<file path="src/rtl/lens_distortion_point_map_unit_macros.svh">
// Assertion macros for the lens distortion point map unit.
// No dependencies; included by files that carry concurrent checks.
`ifndef LENS_DISTORTION_POINT_MAP_UNIT_MACROS_SVH
`define LENS_DISTORTION_POINT_MAP_UNIT_MACROS_SVH

// Check a property on every rising clock edge outside reset.
`define LDPM_ASSERT(lbl, clk, rst_n, prop, msg) \
  lbl: assert property (@(posedge clk) disable iff (!rst_n) prop) else $error(msg);

// Check that a condition never holds outside reset.
`define LDPM_ASSERT_NEVER(lbl, clk, rst_n, cond, msg) \
  `LDPM_ASSERT(lbl, clk, rst_n, !(cond), msg)

`endif

</file>
<file path="src/rtl/ldpm_pkg.sv">
// Shared types, constants and rounding helper for the lens distortion point map.
// No dependencies.
package ldpm_pkg;

  localparam int FRAC      = 20;
  localparam int QBITS     = 23;
  localparam int DIV_LAT   = QBITS + 2;
  localparam int TOP_STG   = 12;
  localparam int COORD_MAX_DEF = 8191;

  localparam logic [22:0] NORM_LIM = 23'h7FFFFF;
  localparam logic signed [27:0] OUT_MAX = 28'sd8388607;
  localparam logic signed [27:0] OUT_MIN = -28'sd8388608;
  localparam logic signed [39:0] ONE_Q20 = 40'sd1048576;

  localparam logic [23:0] FOCAL_X_RST  = 24'd256000;
  localparam logic [23:0] FOCAL_Y_RST  = 24'd256000;
  localparam logic [21:0] CENTER_X_RST = 22'd245760;
  localparam logic [21:0] CENTER_Y_RST = 22'd138240;

  typedef enum logic [2:0] {
    REG_FOCAL_X  = 3'd0,
    REG_FOCAL_Y  = 3'd1,
    REG_CENTER_X = 3'd2,
    REG_CENTER_Y = 3'd3,
    REG_K1       = 3'd4,
    REG_K2       = 3'd5,
    REG_P1       = 3'd6,
    REG_P2       = 3'd7
  } reg_idx_e;

  typedef struct packed {
    logic [12:0] pixel_col;
    logic [12:0] pixel_row;
  } ldpm_point_t;

  typedef struct packed {
    logic signed [23:0] mapped_x;
    logic signed [23:0] mapped_y;
    logic               clipped;
  } ldpm_result_t;

  // shift right by FRAC, round to nearest, ties away from zero
  function automatic logic signed [63:0] rnd_q20(input logic signed [63:0] v);
    logic [63:0] m;
    m = v[63] ? 64'(-v) : 64'(v);
    m = (m + (64'd1 << (FRAC - 1))) >> FRAC;
    return v[63] ? -$signed(m) : $signed(m);
  endfunction

endpackage

</file>
<file path="src/rtl/ldpm_div.sv">
// Pipelined restoring divider: signed Q.8 offset over Q.8 focal length to Q.20.
// Depends on ldpm_pkg; one quotient bit per stage, saturating on overflow.
module ldpm_div import ldpm_pkg::*; (
  input  logic               clk_i,
  input  logic               rst_ni,
  input  logic               valid_i,
  input  logic signed [23:0] diff_i,
  input  logic [23:0]        focal_i,
  output logic               valid_o,
  output logic signed [23:0] quot_o,
  output logic               clip_o
);

  logic [43:0] rem_q [0:QBITS-1];
  logic [22:0] quo_q [0:QBITS];
  logic        neg_q [0:QBITS];
  logic        ovf_q [0:QBITS];
  logic        vld_q [0:QBITS];

  logic        neg_d;
  logic [22:0] mag_d;
  logic [43:0] num_d;
  logic        ovf_d;

  logic               vld_out_q;
  logic signed [23:0] quot_q;
  logic               clip_q;
  logic [22:0]        qsat;

  always_comb begin
    neg_d = diff_i[23];
    mag_d = neg_d ? 23'(-diff_i) : diff_i[22:0];
    num_d = {1'b0, mag_d, 20'b0} + 44'(focal_i >> 1);
    ovf_d = {3'b0, num_d} >= {focal_i, 23'b0};
  end

  always_ff @(posedge clk_i or negedge rst_ni) begin
    if (!rst_ni) begin
      vld_q[0] <= 1'b0;
    end else begin
      vld_q[0] <= valid_i;
    end
  end

  always_ff @(posedge clk_i) begin
    rem_q[0] <= num_d;
    quo_q[0] <= '0;
    neg_q[0] <= neg_d;
    ovf_q[0] <= ovf_d;
  end

  for (genvar s = 1; s <= QBITS; s++) begin : g_stage
    localparam int B = QBITS - s;
    logic [46:0] sh;
    logic        ge;
    assign sh = 47'(focal_i) << B;
    assign ge = {3'b0, rem_q[s-1]} >= sh;

    always_ff @(posedge clk_i or negedge rst_ni) begin
      if (!rst_ni) begin
        vld_q[s] <= 1'b0;
      end else begin
        vld_q[s] <= vld_q[s-1];
      end
    end

    if (s < QBITS) begin : g_rem
      always_ff @(posedge clk_i) begin
        rem_q[s] <= ge ? 44'({3'b0, rem_q[s-1]} - sh) : rem_q[s-1];
      end
    end

    always_ff @(posedge clk_i) begin
      quo_q[s] <= quo_q[s-1] | (23'(ge) << B);
      neg_q[s] <= neg_q[s-1];
      ovf_q[s] <= ovf_q[s-1];
    end
  end

  assign qsat = ovf_q[QBITS] ? NORM_LIM : quo_q[QBITS];

  always_ff @(posedge clk_i or negedge rst_ni) begin
    if (!rst_ni) begin
      vld_out_q <= 1'b0;
    end else begin
      vld_out_q <= vld_q[QBITS];
    end
  end

  always_ff @(posedge clk_i) begin
    quot_q <= neg_q[QBITS] ? -$signed({1'b0, qsat}) : $signed({1'b0, qsat});
    clip_q <= ovf_q[QBITS];
  end

  assign valid_o = vld_out_q;
  assign quot_o  = quot_q;
  assign clip_o  = clip_q;

endmodule

</file>
<file path="config.mk">
export PLATFORM = sky130hd
export DESIGN_NAME = ldpm_div
export DESIGN_NICKNAME = d
export VERILOG_FILES = /design/src/rtl/lens_distortion_point_map_unit_macros.svh /design/src/rtl/ldpm_pkg.sv /design/src/rtl/ldpm_div.sv
export SDC_FILE = /design/constraint.sdc
export NUM_CORES = 2
export LEC_CHECK = 0
export ABC_CLOCK_PERIOD_IN_PS = 7800
export BUFFER_PORTS_ARGS = -buffer_cell sky130_fd_sc_hd__buf_2
export CAP_MARGIN = 20
export CELL_PAD_IN_SITES_DETAIL_PLACEMENT = 1
export CELL_PAD_IN_SITES_GLOBAL_PLACEMENT = 1
export CORE_AREA = 2 2 468 470
export CTS_CLUSTER_DIAMETER = 40
export DETAILED_ROUTE_END_ITERATION = 10
export DIE_AREA = 0 0 470 472
export GPL_TIMING_DRIVEN = 0
export PLACE_DENSITY_LB_ADDON = 0.3
export SLEW_MARGIN = 20
export SYNTH_ARGS = -nofsm -noshare
export SYNTH_HDL_FRONTEND = slang
export SYNTH_SLANG_ARGS = --single-unit
</file>
<file path="constraint.sdc">
create_clock -name clk_i -period 7.8 [get_ports clk_i]
set_clock_uncertainty 0.1 [all_clocks]
set_input_delay 0.39 -clock clk_i [delete_from_list [all_inputs] [get_ports clk_i]]
set_output_delay 0.39 -clock clk_i [all_outputs]
set_load 0.01 [all_outputs]
</file>
# == Word-level counts from Yosys, hierarchy flattened ==
# Memory sizes are Yosys's and may differ from the RTL's.
# Index checks and enable logic that the tools add are counted.
# word_totals
regBits,50
ram_bits,1612
in_bits,51
out_inout_bits,26
word_cells,129
n_memories,4
# memory_table
name,words,width,read_ports,rd_clocked_by_memory_dff,wr,line,text
rem_q,23,44,23,0,23,ldpm_div.sv:14,logic [43:0] rem_q [0:QBITS-1];
quo_q,24,23,24,0,24,ldpm_div.sv:15,logic [22:0] quo_q [0:QBITS];
neg_q,24,1,24,0,24,ldpm_div.sv:16,logic neg_q [0:QBITS];
ovf_q,24,1,24,0,24,ldpm_div.sv:17,logic ovf_q [0:QBITS];
# classes
n_addsub,25
order_cmp,24
n_mux,25
bitwise_logic,23
# op_table
cell,n
44-bit two-way mux,22
44-bit subtractor,3
23-bit two-way mux,3
44-bit by 47-bit greater-or-equal comparator with 1-bit output,1
44-bit by 46-bit greater-or-equal comparator with 1-bit output,1
44-bit by 45-bit greater-or-equal comparator with 1-bit output,1
43-bit by 23-bit adder with 44-bit output,1
44-bit by 24-bit greater-or-equal comparator with 1-bit output,1
44-bit by 25-bit greater-or-equal comparator with 1-bit output,1
44-bit by 26-bit greater-or-equal comparator with 1-bit output,1
44-bit by 27-bit greater-or-equal comparator with 1-bit output,1
44-bit by 28-bit greater-or-equal comparator with 1-bit output,1
44-bit by 29-bit greater-or-equal comparator with 1-bit output,1
44-bit by 30-bit greater-or-equal comparator with 1-bit output,1
44-bit by 31-bit greater-or-equal comparator with 1-bit output,1
44-bit by 32-bit greater-or-equal comparator with 1-bit output,1
44-bit by 33-bit greater-or-equal comparator with 1-bit output,1
44-bit by 34-bit greater-or-equal comparator with 1-bit output,1
44-bit by 35-bit greater-or-equal comparator with 1-bit output,1
44-bit by 36-bit greater-or-equal comparator with 1-bit output,1
44-bit by 37-bit greater-or-equal comparator with 1-bit output,1
44-bit by 38-bit greater-or-equal comparator with 1-bit output,1
44-bit by 39-bit greater-or-equal comparator with 1-bit output,1
44-bit by 40-bit greater-or-equal comparator with 1-bit output,1
other kinds (48),48

# == Longest topological paths before layout ==
# depth
ltp_word,4
mapped_depth,24
depth_no_buf,23

# == Least setup slack after synthesis ==
# No wires, ideal clock.
# synth_timing
path_kind,input to register
start,input diff_i[23]
end,memory ovf_q[0]
setup_ns,0.115
arrival_time_ns,4.423
t_required_ns,7.585
path_slack_ns,3.162
path_stages,23
n_path_buf,3
path_cell_list,clkbuf_1 clkbuf_1 buf_1 nand2_1 o21ai_0 inv_1 fa_1 inv_1 a21oi_1 nor3_1 and2_1 nand2_1 or2_1 nor2_1 xnor2_1 ha_1 nand4_1 nor2_1 nand2_1 nor4_1 a211oi_1 a211o_1 a2111oi_0
# synth_rtl
element,line,text
start: declaration,ldpm_div.sv:7,"input logic signed [23:0] diff_i,"
end: declaration,ldpm_div.sv:17,

==> results.txt <==
The run finished with clean final reports. The total number of vias is 53,800. The worst register-to-register path has a depth of 11. The synthesized instance count is 7,155. Clock tree synthesis inserted a total of 209 buffers.

The half-perimeter wire length after placement came out at 165 mm. The relative slew slack is 25.3%. The x dimension of the die came out at 470 um. Before antenna repair, the detailed router went through 7 iterations. Setup total negative slack on the finished layout was measured at 0 ns.

The overall die area came out at 0.222 mm2. The wire length after detailed routing is 217 mm. The synthesized netlist contains 110 unique library cells.

The peak supply drop is 0.000229 V. Setup violations remaining at the end of the flow were counted as 0. The power dissipated by switching net loads came out at 14,300 uW. The cell area after synthesis came out at 0.0669 mm2.

The share of total power dissipated in sequential elements is 31.3%. The internal power of the cells totals 21,900 uW. Net switching is 39.6% of the power. The required time at the endpoint of the critical path is 8.46 ns. The worst setup timing slack at the placement stage is 1.35 ns. The remaining antenna violation count after routing is 0.

The worst path meets setup with 1.33 ns of slack. The area inside the core boundary is 0.217 mm2. For this run, the total global-route usage over all layers was measured as 19.2%. Among all flip-flop cells after synthesis, the most frequent one is dfxtp_1.

The number of fill cells came out at 24,800. The worst setup path is launched from an input pin. The maximum number of pins on one net before global-route repair came out at 26.

The synthesized design contains 0 enable-type register cells. The detailed router's first-iteration violation count came out at 2,867. The number of hold violations in the final report came out at 0. Tracing the worst setup path back leads to its startpoint at diff_i[23].

The total count of max-transition violations in the final report was 0. For this design the ratio of total power to cell area is 456 mW/mm2. The clock network fraction of design power is 26.6%. The synthesis-stage register bit count is 1,386. For this run, the post-layout net count is 8,164. For the pin with the worst max-slew slack, the measured transition is 1.12 ns. Using the TritonRoute via totals, the vias-per-cell ratio works out to 5.10. The analysis attributes to cell leakage a power of 0.0331 uW. In this run, post-CTS repair resized a total of 0 instances. The detailed-route DRC error count came out at 0.

The path class of the tightest hold or removal check is in2async. The root buffer cell chosen for the clock tree is clkbuf_16. The async set or reset register ratio after synthesis came out at 1.80%.

In the final layout, the share of cells above drive strength 1 is 10.3%. The count of maximum capacitance violations is 0. At the worst endpoint, the arrival time is 7.13 ns. The sum of overflow across all layers after global routing is 0.

For this run, the number of Yosys warnings is 0. The TritonCTS clock tree is done. The y dimension of the die came out at 472 um. The weighted congestion at the end of routability-driven global placement is 0.845.

The number of global-route vias before repair came out at 57,000. The number of H-tree levels came out at 4. The critical-path maximum fanout came out at 10. The worst register-to-register path begins at rem_q[1][35].

The number of standard-cell rows in the floorplan is 171. For this design the top-level I/O count stands at 77. The maximum clock frequency is 155 MHz. The worst-skew pair later-pin latency came out at 0.85 ns. The final worst-path cycle share came out at 82.9%. The power share of the combinational group came out at 42.1%. The total number of clock tree sinks came out at 1,386.

The largest buffer count on any clock path is 3. The setup path with the least slack is of type in2reg. Setup repair after global routing left no endpoint under its margin. Synthesis produced a netlist with a net count of 7,804. The worst setup path is captured at a flip-flop. After clock tree synthesis, the clock-pin slew on the worst setup and hold paths is 0.06 ns.

The port buffer count is 71. The wire length of the first global-routing pass came out at 334 mm. The minimum clock period is 6.47 ns. The number of antenna violations at the first check in global routing was 5. Each instance of the synthesized netlist takes up on average 9.35 um2. The sequential fraction of the synthesis area is 41.7%. The area added between synthesis and finish came out at 18.8%. Dividing the detail-routed wire length by the instance count gives 20.6 um. The starting density of the core came out at 30.9%.
cell type report:
type	count	area (um2)	area share (%)
flip-flops and latches	1386	27900	35.1
multi-input cells	5396	37500	47.2
diodes	2	5.00	0.00630
inverters	210	841	1.06
clock inverters	151	1890	2.38
plain buffers	163	764	0.963
clock buffers	241	5540	6.98
well taps	2854	3570	4.50
repair buffers	149	1480	1.87
critical path, cell delays in order:
cell           delay [ns]
dlygate4sd3_1        0.51
buf_2                0.21
clkbuf_1             0.38
clkbuf_1             0.41
buf_1                0.45
nand2_1              0.09
o21ai_0              0.14
inv_1                0.10
fa_1                 0.43
inv_1                0.07
a21oi_1              0.08
nor3_1               0.30
and2_1               0.24
nand2_1              0.13
or2_1                0.30
nor2_1               0.13
xnor2_1              0.11
ha_1                 0.30
nand4_1              0.11
nor2_1               0.15
nand2_1              0.10
nor4_1               0.52
a211oi_1             0.10
a211o_1              0.28
a2111oi_0            0.47
dlygate4sd3_1        0.61
cells in the mapped netlist (all sizes together) (11+ instances only):
cell	instances	area share [%]
a21oi	646	4.9
nor4	110	1.1
ha	575	11
nand3	132	1.0
or3	52	0.49
nand4b	21	0.28
fa	23	0.69
xnor2	373	4.9
nand2b	97	0.91
dfrtp	25	0.94
nor3	146	1.1
or2	28	0.26
clkbuf	98	0.55
a21o	250	2.8
nor4b	24	0.35
nand4	96	0.90
nor2b	98	0.92
nor2	527	3.0
inv	208	1.2
dfxtp	1361	41
buf	65	0.59
nor3b	12	0.14
o211ai	26	0.29
a221oi	11	0.20
a31o	15	0.20
o41ai	14	0.22
o21a	95	1.1
or4	25	0.28
mux2i	14	0.21
o2111ai	11	0.15
o21bai	58	0.65
and2	27	0.25
o21ai	473	3.5
o31a	25	0.33
xor2	278	3.6
a211o	12	0.16
nand3b	19	0.22
a211oi	51	0.60
a21boi	24	0.27
nand2	572	3.2
o31ai	60	0.67
and3	35	0.33
a31oi	51	0.48
a2111oi	22	0.34
mux2	140	2.5
stage by stage:
stage | power (uW) | hold slack (ns) | cells | utilization (%) | area [um2]
CTS | 36500 | 0.00475 | 10600 | 36.7 | 79400
detailed placement | 26600 | 0.213 | 10100 | 33.0 | 71400
global route | 38800 | 0.0506 | 10600 | 36.7 | 79400
finish | 36200 | 0.0557 | 10600 | 36.7 | 79400
floorplan | 22000 | -0.00559 | 7155 | - | 66900
global placement | 26200 | 0.210 | 10100 | 32.7 | 70800
cells in the final DEF, fill, tap and decap left out, types with 25 or more instances in the layout:
| master | n |
|---|---|
| dfxtp_1 | 1361 |
| clkbuf_1 | 109 |
| ha_1 | 575 |
| a21o_1 | 250 |
| o31a_1 | 25 |
| and2_1 | 27 |
| xnor2_1 | 373 |
| dlygate4sd3_1 | 54 |
| xor2_1 | 278 |
| dfrtp_1 | 25 |
| inv_6 | 39 |
| o21ai_0 | 438 |
| o211ai_1 | 26 |
| nand2_1 | 571 |
| o21a_1 | 95 |
| nand2b_1 | 97 |
| o21bai_1 | 58 |
| inv_1 | 183 |
| clkbuf_16 | 209 |
| nand3_1 | 130 |
| nand4_1 | 96 |
| nor2_1 | 525 |
| nor4_1 | 105 |
| or4_1 | 25 |
| a211oi_1 | 48 |
| or2_2 | 26 |
| mux2_2 | 116 |
| a21oi_1 | 640 |
| buf_2 | 111 |
| o31ai_1 | 60 |
| o21ai_1 | 34 |
| nor2b_1 | 98 |
| or3_1 | 52 |
| nor3_1 | 144 |
| a31oi_1 | 51 |
| and3_1 | 34 |
kinds of logic after synthesis:
group	count (synthesis)	synth area share, %
DFF	1386	41.7
adders and majority gates	598	11.4
muxes	154	2.70
buffers and inverters	373	2.32
xor gates and xnor gates	651	8.53
and+or+nand+nor	2054	15.2
AOI/OAI and AO/OA	1939	18.2
routing by layer:
| metal | part of all wire [%] | up-vias | track usage (%) |
|---|---|---|---|
| li1 | - | 26500 | - |
| met1 | 45 | 26000 | 23.9 |
| met4 | 3.3 | 0 | 6.75 |
| met3 | 3.5 | 361 | 2.72 |
| met2 | 49 | 902 | 33.6 |
| met5 | 0 | - | 0 |
registers in the layout, summed over array words and instances, names as in the netlist:
register	cells
quot_o	24
neg_q	24
vld_q	24
ovf_q	24
valid_o	1
quo_q	276
clip_o	1
rem_q	1012
worst paths after layout:
check	endpoint	slack, ns
setup / recovery	ovf_q[0]	1.33
hold / removal	vld_q[12]	0.06
setup reg to reg	rem_q[1][74]	3.63
hold reg to reg	ovf_q[3]	0.18
max in group asynchronous	vld_q[10]	7.18
min in group clk_i	rem_q[0][22]	0.08
power by group through the flow:
stage               Clock [uW]  Sequential, uW  Combinational (uW)
finish                    9630           11300               15200
global route             10200           11500               17000
CTS                       9870           11300               15300
detailed placement           0           11500               15100
global placement             0           11400               14700
floorplan                    0           10600               11500
timing repair:
item	in CTS	in global routing
buffers inserted	0	0
endpoints found under the hold margin	70	0
hold buffers	55	0
No activity file was read; power rests on OpenSTA's default activity.
